[src/hw/rtl/sctag_pkg.sv]
// Shared types and constants of the sector cache tag store.
// Used by sctag_ctrl, sctag_dp and sector_cache_tag_store; no dependencies.
package sctag_pkg;

    localparam int ACT_W  = 3;
    localparam int DEV_W  = 16;
    localparam int SEC_W  = 48;
    localparam int SIDX_W = 8;
    localparam int SLOT_W = 11;
    localparam int ENT_W  = 2 + DEV_W + SEC_W;
    localparam int HASH_W = 64;

    localparam int MOD_BITS  = 8;
    localparam int MOD_STEPS = HASH_W / MOD_BITS;
    localparam int MCNT_W    = $clog2(MOD_STEPS);

    localparam logic [30:0] HASH_DEV_MUL = 31'd1103515245;
    localparam logic [32:0] HASH_SEC_MUL = 33'd5838519855;

    localparam logic [ACT_W-1:0] ACT_LOOKUP  = 3'd0;
    localparam logic [ACT_W-1:0] ACT_INS_CLN = 3'd1;
    localparam logic [ACT_W-1:0] ACT_INS_DTY = 3'd2;
    localparam logic [ACT_W-1:0] ACT_MARK    = 3'd3;
    localparam logic [ACT_W-1:0] ACT_FLUSH_E = 3'd4;
    localparam logic [ACT_W-1:0] ACT_FLUSH_S = 3'd5;

    localparam logic KIND_DONE = 1'b0;
    localparam logic KIND_WB   = 1'b1;

    typedef struct packed {
        logic clr;
        logic load;
        logic prod;
        logic mix;
        logic mod_step;
        logic rd;
        logic eval;
        logic emit_wb;
        logic emit_done;
    } sctag_cmd_t;

    typedef struct packed {
        logic clr_last;
        logic mod_last;
        logic wb_pend;
        logic out_free;
    } sctag_stat_t;

endpackage

[src/hw/rtl/sctag_ctrl.sv]
// Controller of the sector cache tag store: sequences clear, hash, read,
// writebacks and completion. Depends on sctag_pkg.
module sctag_ctrl (
    input  logic                 aclk,
    input  logic                 aresetn,
    input  logic                 s_valid,
    output logic                 s_ready,
    input  sctag_pkg::sctag_stat_t stat,
    output sctag_pkg::sctag_cmd_t  cmd
);

    typedef enum logic [3:0] {
        ST_CLR, ST_IDLE, ST_PROD, ST_MIX, ST_MOD, ST_RD, ST_EVAL, ST_WB, ST_DONE
    } state_t;

    state_t state_reg, state_next;

    always_ff @(posedge aclk) begin
        if (!aresetn) begin
            state_reg <= ST_CLR;
        end else begin
            state_reg <= state_next;
        end
    end

    assign s_ready = (state_reg == ST_IDLE);

    always_comb begin
        state_next = state_reg;
        cmd        = '0;
        case (state_reg)
            ST_CLR: begin
                cmd.clr = 1'b1;
                if (stat.clr_last) state_next = ST_IDLE;
            end
            ST_IDLE: begin
                if (s_valid) begin
                    cmd.load   = 1'b1;
                    state_next = ST_PROD;
                end
            end
            ST_PROD: begin
                cmd.prod   = 1'b1;
                state_next = ST_MIX;
            end
            ST_MIX: begin
                cmd.mix    = 1'b1;
                state_next = ST_MOD;
            end
            ST_MOD: begin
                cmd.mod_step = 1'b1;
                if (stat.mod_last) state_next = ST_RD;
            end
            ST_RD: begin
                cmd.rd     = 1'b1;
                state_next = ST_EVAL;
            end
            ST_EVAL: begin
                cmd.eval   = 1'b1;
                state_next = ST_WB;
            end
            ST_WB: begin
                if (!stat.wb_pend) begin
                    state_next = ST_DONE;
                end else if (stat.out_free) begin
                    cmd.emit_wb = 1'b1;
                end
            end
            ST_DONE: begin
                if (stat.out_free) begin
                    cmd.emit_done = 1'b1;
                    state_next    = ST_IDLE;
                end
            end
            default: state_next = ST_CLR;
        endcase
    end

endmodule

[config.mk]
export PLATFORM = sky130hd
export DESIGN_NAME = sctag_ctrl
export DESIGN_NICKNAME = d
export VERILOG_FILES = /design/src/hw/rtl/sctag_pkg.sv /design/src/hw/rtl/sctag_ctrl.sv
export SDC_FILE = /design/constraint.sdc
export NUM_CORES = 1
export LEC_CHECK = 0
export BUFFER_PORTS_ARGS = -buffer_cell sky130_fd_sc_hd__buf_4
export CORE_AREA = 2 2 39 41
export CTS_BUF_LIST = sky130_fd_sc_hd__clkbuf_8
export DETAILED_ROUTE_END_ITERATION = 10
export DIE_AREA = 0 0 41 43
export PLACE_DENSITY_LB_ADDON = 0.2
export SYNTH_ARGS = -nofsm -noshare
export SYNTH_HDL_FRONTEND = slang
export SYNTH_SLANG_ARGS = --single-unit
[constraint.sdc]
create_clock -name aclk -period 4.4 [get_ports aclk]
set_clock_uncertainty 0.15 [all_clocks]
set_input_delay 0.22 -clock aclk [delete_from_list [all_inputs] [get_ports aclk]]
set_output_delay 0.22 -clock aclk [all_outputs]
set_load 0.01 [all_outputs]
==> key figures, run 1 <==
Synth
  – Top-count cell post-synth: nor3_1
  – Synth Area in XOR/XNOR: 0%
  – Share of synthesized cell area in and, or, nand and nor gates: 44.3%
  – Number of flops mapped to enable cells by yosys: 0
  – Warning count from the yosys run: 0
  – Share of synthesized area occupied by flip-flops and latches: between 20 and 25%
  – Combined area of all synthesized cells: 370 µm²
  – Top post-synthesis cells by area: dfxtp_1 22%, nand2b_1 6.8%, nor3_1 6.8%, o22ai_4 5.4%, a21oi_4 4.4%
  – Area fraction in compound gates after synthesis: between 20% and 30%
  – Fraction of registers with async set/reset: 0%
  – Post-Synthesis Net Count: 53
  – Dominant synthesized flop cell: dfxtp_1
  – Avg Synthesized Cell Area: just over 8 µm²
  – Number of cells produced by synthesis: 46
  – #FFs+latches synth: 4
  – Distinct cell type count of the synthesized netlist: 28
  – Biggest area consumer among synthesized cells: dfxtp_1
  – Multiplexer fraction of the synthesized cell area: 4.05%
  – Synthesized-area fraction occupied by adder cells: 0%
  – Post-synth top area share: 21.6%
  – Ranking of synthesized cells by instance count: 5 x nor3_1, 4 x dfxtp_1, 4 x nand2b_1, 4 x nor2_1, 3 x o21ai_0
  – Largest family of logic cells by synthesized area: simple AND/OR/NAND/NOR gates

STA
  – Total of endpoints with negative setup slack in the final report: 0
  – Final worst-path cycle share: between 40% and 50%
  – Post-route setup TNS: 0 ns
  – Actual slew at the worst max-slew pin: around 0.46 ns
  – Unrepaired setup endpoints after global routing: false
  – Fin crit period: between 1.5 and 2 ns
  – Number of hold-slack violations in the final timing report: 0
  – Max frequency: ~520 MHz
  – Number of slew-limit violations in the final report: 0
  – Worst slew margin: 69.2%

Finish
  – Final core utilization: 38.3%
  – Seq. cell area: between 80 and 90 µm²
  – Share of layout cells above drive strength 1: 41.0%
  – Antenna diodes: 0
  – Net count, final: 70
  – Area of combinational cells with multiple inputs: approximately 270 µm²
  – Synthesis-to-finish area growth: 43.2%
  – Fillers: 144
  – Max FFs per register: 4

Drt
  – Wirelength per Cell: between 10 and 15 µm
  – Number of nets with antenna violations after routing: 0
  – Amount of wire on met2 after detailed routing: 423 µm
  – Vias per inst: 5.13
  – Met3 WL: between 30 and 40 µm
  – Total number of vias: 395
  – Total length of routed wires: ~940 µm
  – Routed length on met1: ~460 µm
  – Highest routed layer: met4
  – Number of remaining DRC errors: 0
  – Initial drt markers: 8
  – First drt pass iteration count: 4

Pwr
  – Sequential Power Share: 28.6%
  – Peak supply drop: about 0.11 mV
  – Reported leakage power: about 0.22 nW
  – Clock share of power: a little under 40%
  – Fraction of power consumed by combinational cells: between 30% and 40%
  – Switching portion of total power: a little under a third
  – Net switching power figure: 62.7 µW
  – Int Pwr: about 130 µW
  – Power per unit of standard cell area: 370 nW/µm²

Worst setup path
  – Max incr delay on CP: 0.59 ns
  – Critical path endpoint category: output port
  – Slowest-stage cell, CP: dfxtp_1
  – Buffers plus inverters on the worst setup path: 1
  – Launching element type of the critical path: flip-flop
  – Delay-heaviest family, CP: simple AND/OR/NAND/NOR gates
  – Required time worst endpoint: about 4.0 ns
  – Critical Path Fanout Max: 14
  – Critical-path cell list: nand2b_1 -> nor3_1 -> and2_1 -> buf_4
  – Class of the most critical setup path: flip-flop to output port
  – Reg-to-reg setup timing slack: about 2.7 ns
  – Arrival @ worst endpoint: 1.54 ns

Clocking
  – TritonCTS clock tree: done
  – Largest buffer count on any clock path: 2
  – Count of buffers added by post-CTS timing repair for setup: 0
  – # hold bufs at CTS: 0
  – Htree depth: 1
  – Post-CTS clock slew at the launch and capture registers of the worst setup and hold paths: around 0.030 ns
  – Count of instances resized after the clock tree is built: 0
  – Total clock buffers created by CTS: 3
  – Clock latency of the later-clocked register in the worst-skew pair: between 0.2 and 0.25 ns
  – Clock sinks: 4
  – Cell at the root of the clock tree: clkbuf_8

GRT
  – Vias in the first global route: about 320
  – Antenna violations before repair: 0
  – Overflow after GRT: 0
  – Tot GR Track Use: a little under an eighth
  – First-pass GRT wire length: roughly 1400 µm
  – Maximum number of pins on one net before global-route repair: 15

Place
  – Number of buffer cells added on primary ports: 16
  – Final weighted congestion in routability-driven placement: around 0.78
  – Final HPWL DP: between 600 and 700 µm

Die
  – Die footprint: about 1800 µm²
  – Effective utilization at floorplan: between 20 and 30%
  – Standard cell core area: 1380 µm²
  – Chip width: 41 µm
  – Die height: 43 µm
  – Count of boundary I/O pins: 17
  – Floorplan row count: 14

Status
  – Run status: completed

Flow run
  – Max-cap violations: 0

Hold path
  – Worst hold path class: primary input to flip-flop
-- cells in the final DEF, fill, tap and decap left out, types with 2 or more instances in the layout --
cell	n
buf_4	16
clkbuf_8	3
dfxtp_1	4
nand2_1	2
nand2b_1	4
nor2_1	4
nor3_1	5
o21ai_0	3
or3_2	2
-- cell families after synthesis --
kind of cell           Yosys count
and+or+nand+nor                 26
AOI/OAI and AO/OA               10
buffers and inverters            5
muxes                            1
DFF                              4
-- through the flow --
stage / total power [mW] / hold WS [ns] / cell area (µm²) / setup slack, ns / cells
finish: 0.196 / 0.130 / 531 / 2.49 / 77
global route: 0.209 / 0.163 / 531 / 2.30 / 77
CTS: 0.199 / 0.126 / 531 / 2.48 / 77
detailed placement: 0.120 / 0.352 / 489 / 2.66 / 74
global placement: 0.120 / 0.366 / 489 / 2.68 / 74
floorplan: 0.0959 / 0.216 / 370 / 2.84 / 46
-- area by class of cell --
| class | instances | area share [%] |
|---|---|---|
| inverters | 1 | 0.708 |
| well taps | 16 | 3.77 |
| repair buffers | 16 | 22.6 |
| flip-flops and latches | 4 | 15.1 |
| clock buffers | 3 | 7.78 |
| multi-input cells | 37 | 50.0 |
-- power by group through the flow --
stage | sequential [mW] | clock, mW | combinational [mW]
final | 0.0561 | 0.0776 | 0.0626
after global routing | 0.0577 | 0.0816 | 0.0693
after CTS | 0.0556 | 0.0796 | 0.0637
after detailed placement | 0.0563 | 0 | 0.0635
after global placement | 0.0561 | 0 | 0.0639
after floorplan | 0.0453 | 0 | 0.0506
-- worst paths after layout --
check / end / from / depth (start not counted)
hold / removal: state_reg[0] / aresetn / 2
hold reg to reg: state_reg[2] / state_reg[3] / 1
setup / recovery: cmd[7] / state_reg[0] / 4
setup reg to reg: state_reg[1] / state_reg[0] / 4
-- worst reg2reg max path, stage by stage, from the launching register on --
cell and delay [ns]:
dfxtp_1 0.44, or4b_4 0.62, o22ai_4 0.18, o311ai_0 0.14, o31ai_1 0.11
-- per-layer routing --
metal,global-route usage (%),vias up
met3,3.14,2
met2,15.6,8
li1,-,203
met5,0,-
met1,16.3,182
met4,6.00,0
No activity file was read; power rests on OpenSTA's default activity.
==> inputs of run 2 (changes only) <==
--- a/config.mk
+++ b/config.mk
@@ -5,6 +5,7 @@
 export SDC_FILE = /design/constraint.sdc
 export NUM_CORES = 1
 export LEC_CHECK = 0
+export ABC_AREA = 1
 export BUFFER_PORTS_ARGS = -buffer_cell sky130_fd_sc_hd__buf_4
 export CORE_AREA = 2 2 39 41
 export CTS_BUF_LIST = sky130_fd_sc_hd__clkbuf_8
==> constraint.sdc (replaced) <==
create_clock -name aclk -period 1.7 [get_ports aclk]
set_clock_uncertainty 0.15 [all_clocks]
set_input_delay 0.085 -clock aclk [delete_from_list [all_inputs] [get_ports aclk]]
set_output_delay 0.085 -clock aclk [all_outputs]
set_load 0.01 [all_outputs]
==> run 2 against run 1 <==
  * Synthesized cell count grew 35%
  * Sequential power grew to 3.4 times the previous value
  * Non-clock buffer count grew 1
  * Highest routed layer is now met3
==> key figures, run 2 <==
Hold path
  – Worst hold path class: primary input to flip-flop

Clocking
  – Cell at the root of the clock tree: clkbuf_8
  – Total clock buffers created by CTS: 3
  – Post-CTS clock slew at the launch and capture registers of the worst setup and hold paths: approximately 0.03 ns
  – Count of instances resized after the clock tree is built: 0
  – Clock latency of the later-clocked register in the worst-skew pair: ~0.21 ns
  – TritonCTS clock tree: done
  – Htree depth: 1
  – Count of buffers added by post-CTS timing repair for setup: 0
  – Clock sinks: 4
  – Largest buffer count on any clock path: 2

Drt
  – Initial drt markers: 4
  – Total length of routed wires: 872 µm
  – Total number of vias: 420
  – Vias per inst: 4.29
  – Number of remaining DRC errors: 0
  – First drt pass iteration count: 4
  – Number of nets with antenna violations after routing: 0
  – Wirelength per Cell: 8.90 µm

Synth
  – Multiplexer fraction of the synthesized cell area: 0%
  – Share of synthesized area occupied by flip-flops and latches: a little over a fifth
  – Top-count cell post-synth: nand2_1
  – Dominant synthesized flop cell: dfxtp_1
  – Synth Area in XOR/XNOR: 0%
  – Share of synthesized cell area in and, or, nand and nor gates: between 60 and 70%
  – Area fraction in compound gates after synthesis: 4.71%
  – Biggest area consumer among synthesized cells: dfxtp_1
  – Warning count from the yosys run: 0
  – Fraction of registers with async set/reset: 0%
  – Synthesized-area fraction occupied by adder cells: 0%
  – Post-synth top area share: approximately 22%
  – Largest family of logic cells by synthesized area: simple AND/OR/NAND/NOR gates
  – Post-Synthesis Net Count: around 70
  – #FFs+latches synth: 4
  – Number of cells produced by synthesis: 62
  – Distinct cell type count of the synthesized netlist: 15
  – Top post-synthesis cells by area: dfxtp_1 22%, nor2_2 12%, nand2_1 11%, nand3_2 11%, inv_1 9.1%
  – Avg Synthesized Cell Area: between 5 and 6 µm²
  – Number of flops mapped to enable cells by yosys: 0
  – Combined area of all synthesized cells: between 300 and 400 µm²
  – Ranking of synthesized cells by instance count: 11 x nand2_1, 9 x inv_1, 9 x nor2_1

Worst setup path
  – Arrival @ worst endpoint: ~1.2 ns
  – Reg-to-reg setup timing slack: 0.33 ns
  – Register-to-Register Path Depth: 7
  – Required time worst endpoint: 1.46 ns
  – Class of the most critical setup path: flip-flop to output port
  – Crit Reg-Reg Startpoint: state_reg[2]
  – CP Launch Point: state_reg[2]
  – Launching element type of the critical path: flip-flop
  – Critical Path End: cmd[3]
  – Reg2Reg Capture Point: state_reg[1]
  – Critical path endpoint category: output port
  – Critical Path Fanout Max: 4

Finish
  – Final core utilization: approximately two fifths
  – Most common library cell in the layout ignoring fill and taps: buf_4
  – Area of combinational cells with multiple inputs: 241 µm²
  – Fillers: about 160
  – Share of layout cells above drive strength 1: 45.1%
  – Non-Filler Instances: 98
  – Final standard cell area without fillers: approximately 560 µm²
  – Net count, final: around 90
  – Most frequent cells in the layout: 16 x buf_4, 11 x nand2_1, 9 x inv_1, 9 x nor2_1, 7 x nor2_2
  – Synthesis-to-finish area growth: 51.5%
  – Antenna diodes: 0
  – Max FFs per register: 4
  – Seq. cell area: about 80 µm²

Flow run
  – Max-cap violations: 0

STA
  – Final worst-path cycle share: 86.2%
  – Total of endpoints with negative setup slack in the final report: 0
  – Number of slew-limit violations in the final report: 0
  – Worst-case setup margin in the final layout: ~0.23 ns
  – Post-route setup TNS: 0 ns
  – Fin crit period: 1.47 ns
  – Worst slack on hold paths: between 0.15 and 0.2 ns
  – Worst slew margin: a little over four fifths
  – Actual slew at the worst max-slew pin: ~0.25 ns
  – Number of hold-slack violations in the final timing report: 0
  – Unrepaired setup endpoints after global routing: false
  – Max frequency: 682 MHz

Pwr
  – Reported leakage power: approximately 0.32 nW
  – Switching portion of total power: a little under half
  – Clock share of power: roughly a fifth
  – Sequential Power Share: a little over 20%
  – Int Pwr: 504 µW
  – Total power consumption of the routed design: slightly above 900 µW
  – Fraction of power consumed by combinational cells: between 50% and 60%
  – Net switching power figure: 418 µW
  – Peak supply drop: 0.901 mV
  – Power per unit of standard cell area: approximately 1600 nW/µm²

Place
  – Cell count after placement: 94
  – Placed cell area: a little over 500 µm²
  – Final weighted congestion in routability-driven placement: 0.768
  – Worst setup timing slack at the placement stage: about 0.35 ns
  – Number of buffer cells added on primary ports: 16
  – Final HPWL DP: 726 µm

Die
  – Die footprint: roughly 1800 µm²
  – Effective utilization at floorplan: between 20% and 30%
  – Count of boundary I/O pins: 17
  – Floorplan row count: 14
  – Die height: approximately 43 µm
  – Standard cell core area: 1380 µm²
  – Chip width: a little over 40 µm

Status
  – Run status: completed

GRT
  – Tot GR Track Use: 12.4%
  – Antenna violations before repair: 0
  – Overflow after GRT: 0
  – First-pass GRT wire length: 1470 µm
  – Maximum number of pins on one net before global-route repair: 8
  – Vias in the first global route: between 300 and 400
==> run 2: per-layer routing <==
layer	GRT usage [%]	vias to the layer above	share of wire, %
li1	-	233	-
met1	16.1	177	51
met2	17.2	10	43
met3	4.71	0	5.2
met4	6.00	0	0
met5	0	-	0
==> run 2: how the worst min path moves through the flow <==
stage	from	to	depth (start not counted)
after floorplan	aresetn	state_reg[0]	2
after global placement	aresetn	state_reg[3]	3
after detailed placement	aresetn	state_reg[3]	3
after CTS	stat[1]	state_reg[0]	5
after global routing	stat[1]	state_reg[0]	5
final	stat[1]	state_reg[0]	5
==> run 2: area by class of cell <==
class | count | share of cell area, %
multi-input combinational | 45 | 42.9
clock buffer | 3 | 7.33
inverter | 13 | 8.89
timing repair buffer | 17 | 23.1
tap | 16 | 3.56
sequential | 4 | 14.2
==> run 2: cells by family (layout without fill, tap and decap cells) <==
family	Yosys count	in the layout
AOI/OAI and AO/OA	3	3
and+or+nand+nor	42	42
DFF	4	4
buffers and inverters	13	33
==> run 2: power by group through the flow <==
stage / Combinational [mW] / Clock, mW / Sequential (mW)
2_1_floorplan: 0.383 / 0 / 0.179
3_3_place_gp: 0.548 / 0 / 0.192
3_5_place_dp: 0.543 / 0 / 0.190
4_1_cts: 0.546 / 0.201 / 0.189
5_1_grt: 0.609 / 0.211 / 0.197
6_report: 0.540 / 0.192 / 0.190
==> run 2: critical path, cell delays in order, from the launching register on <==
cell     delay, ns
dfxtp_1       0.37
inv_2         0.07
nor2_2        0.20
inv_2         0.08
nor3_1        0.15
buf_4         0.15
==> run 2: repair_timing <==
action | 4_1_cts | 5_1_grt
hold endpoints to repair | 4 | 0
hold buffers | 1 | 0
endpoints found under the setup margin | 0 | 0
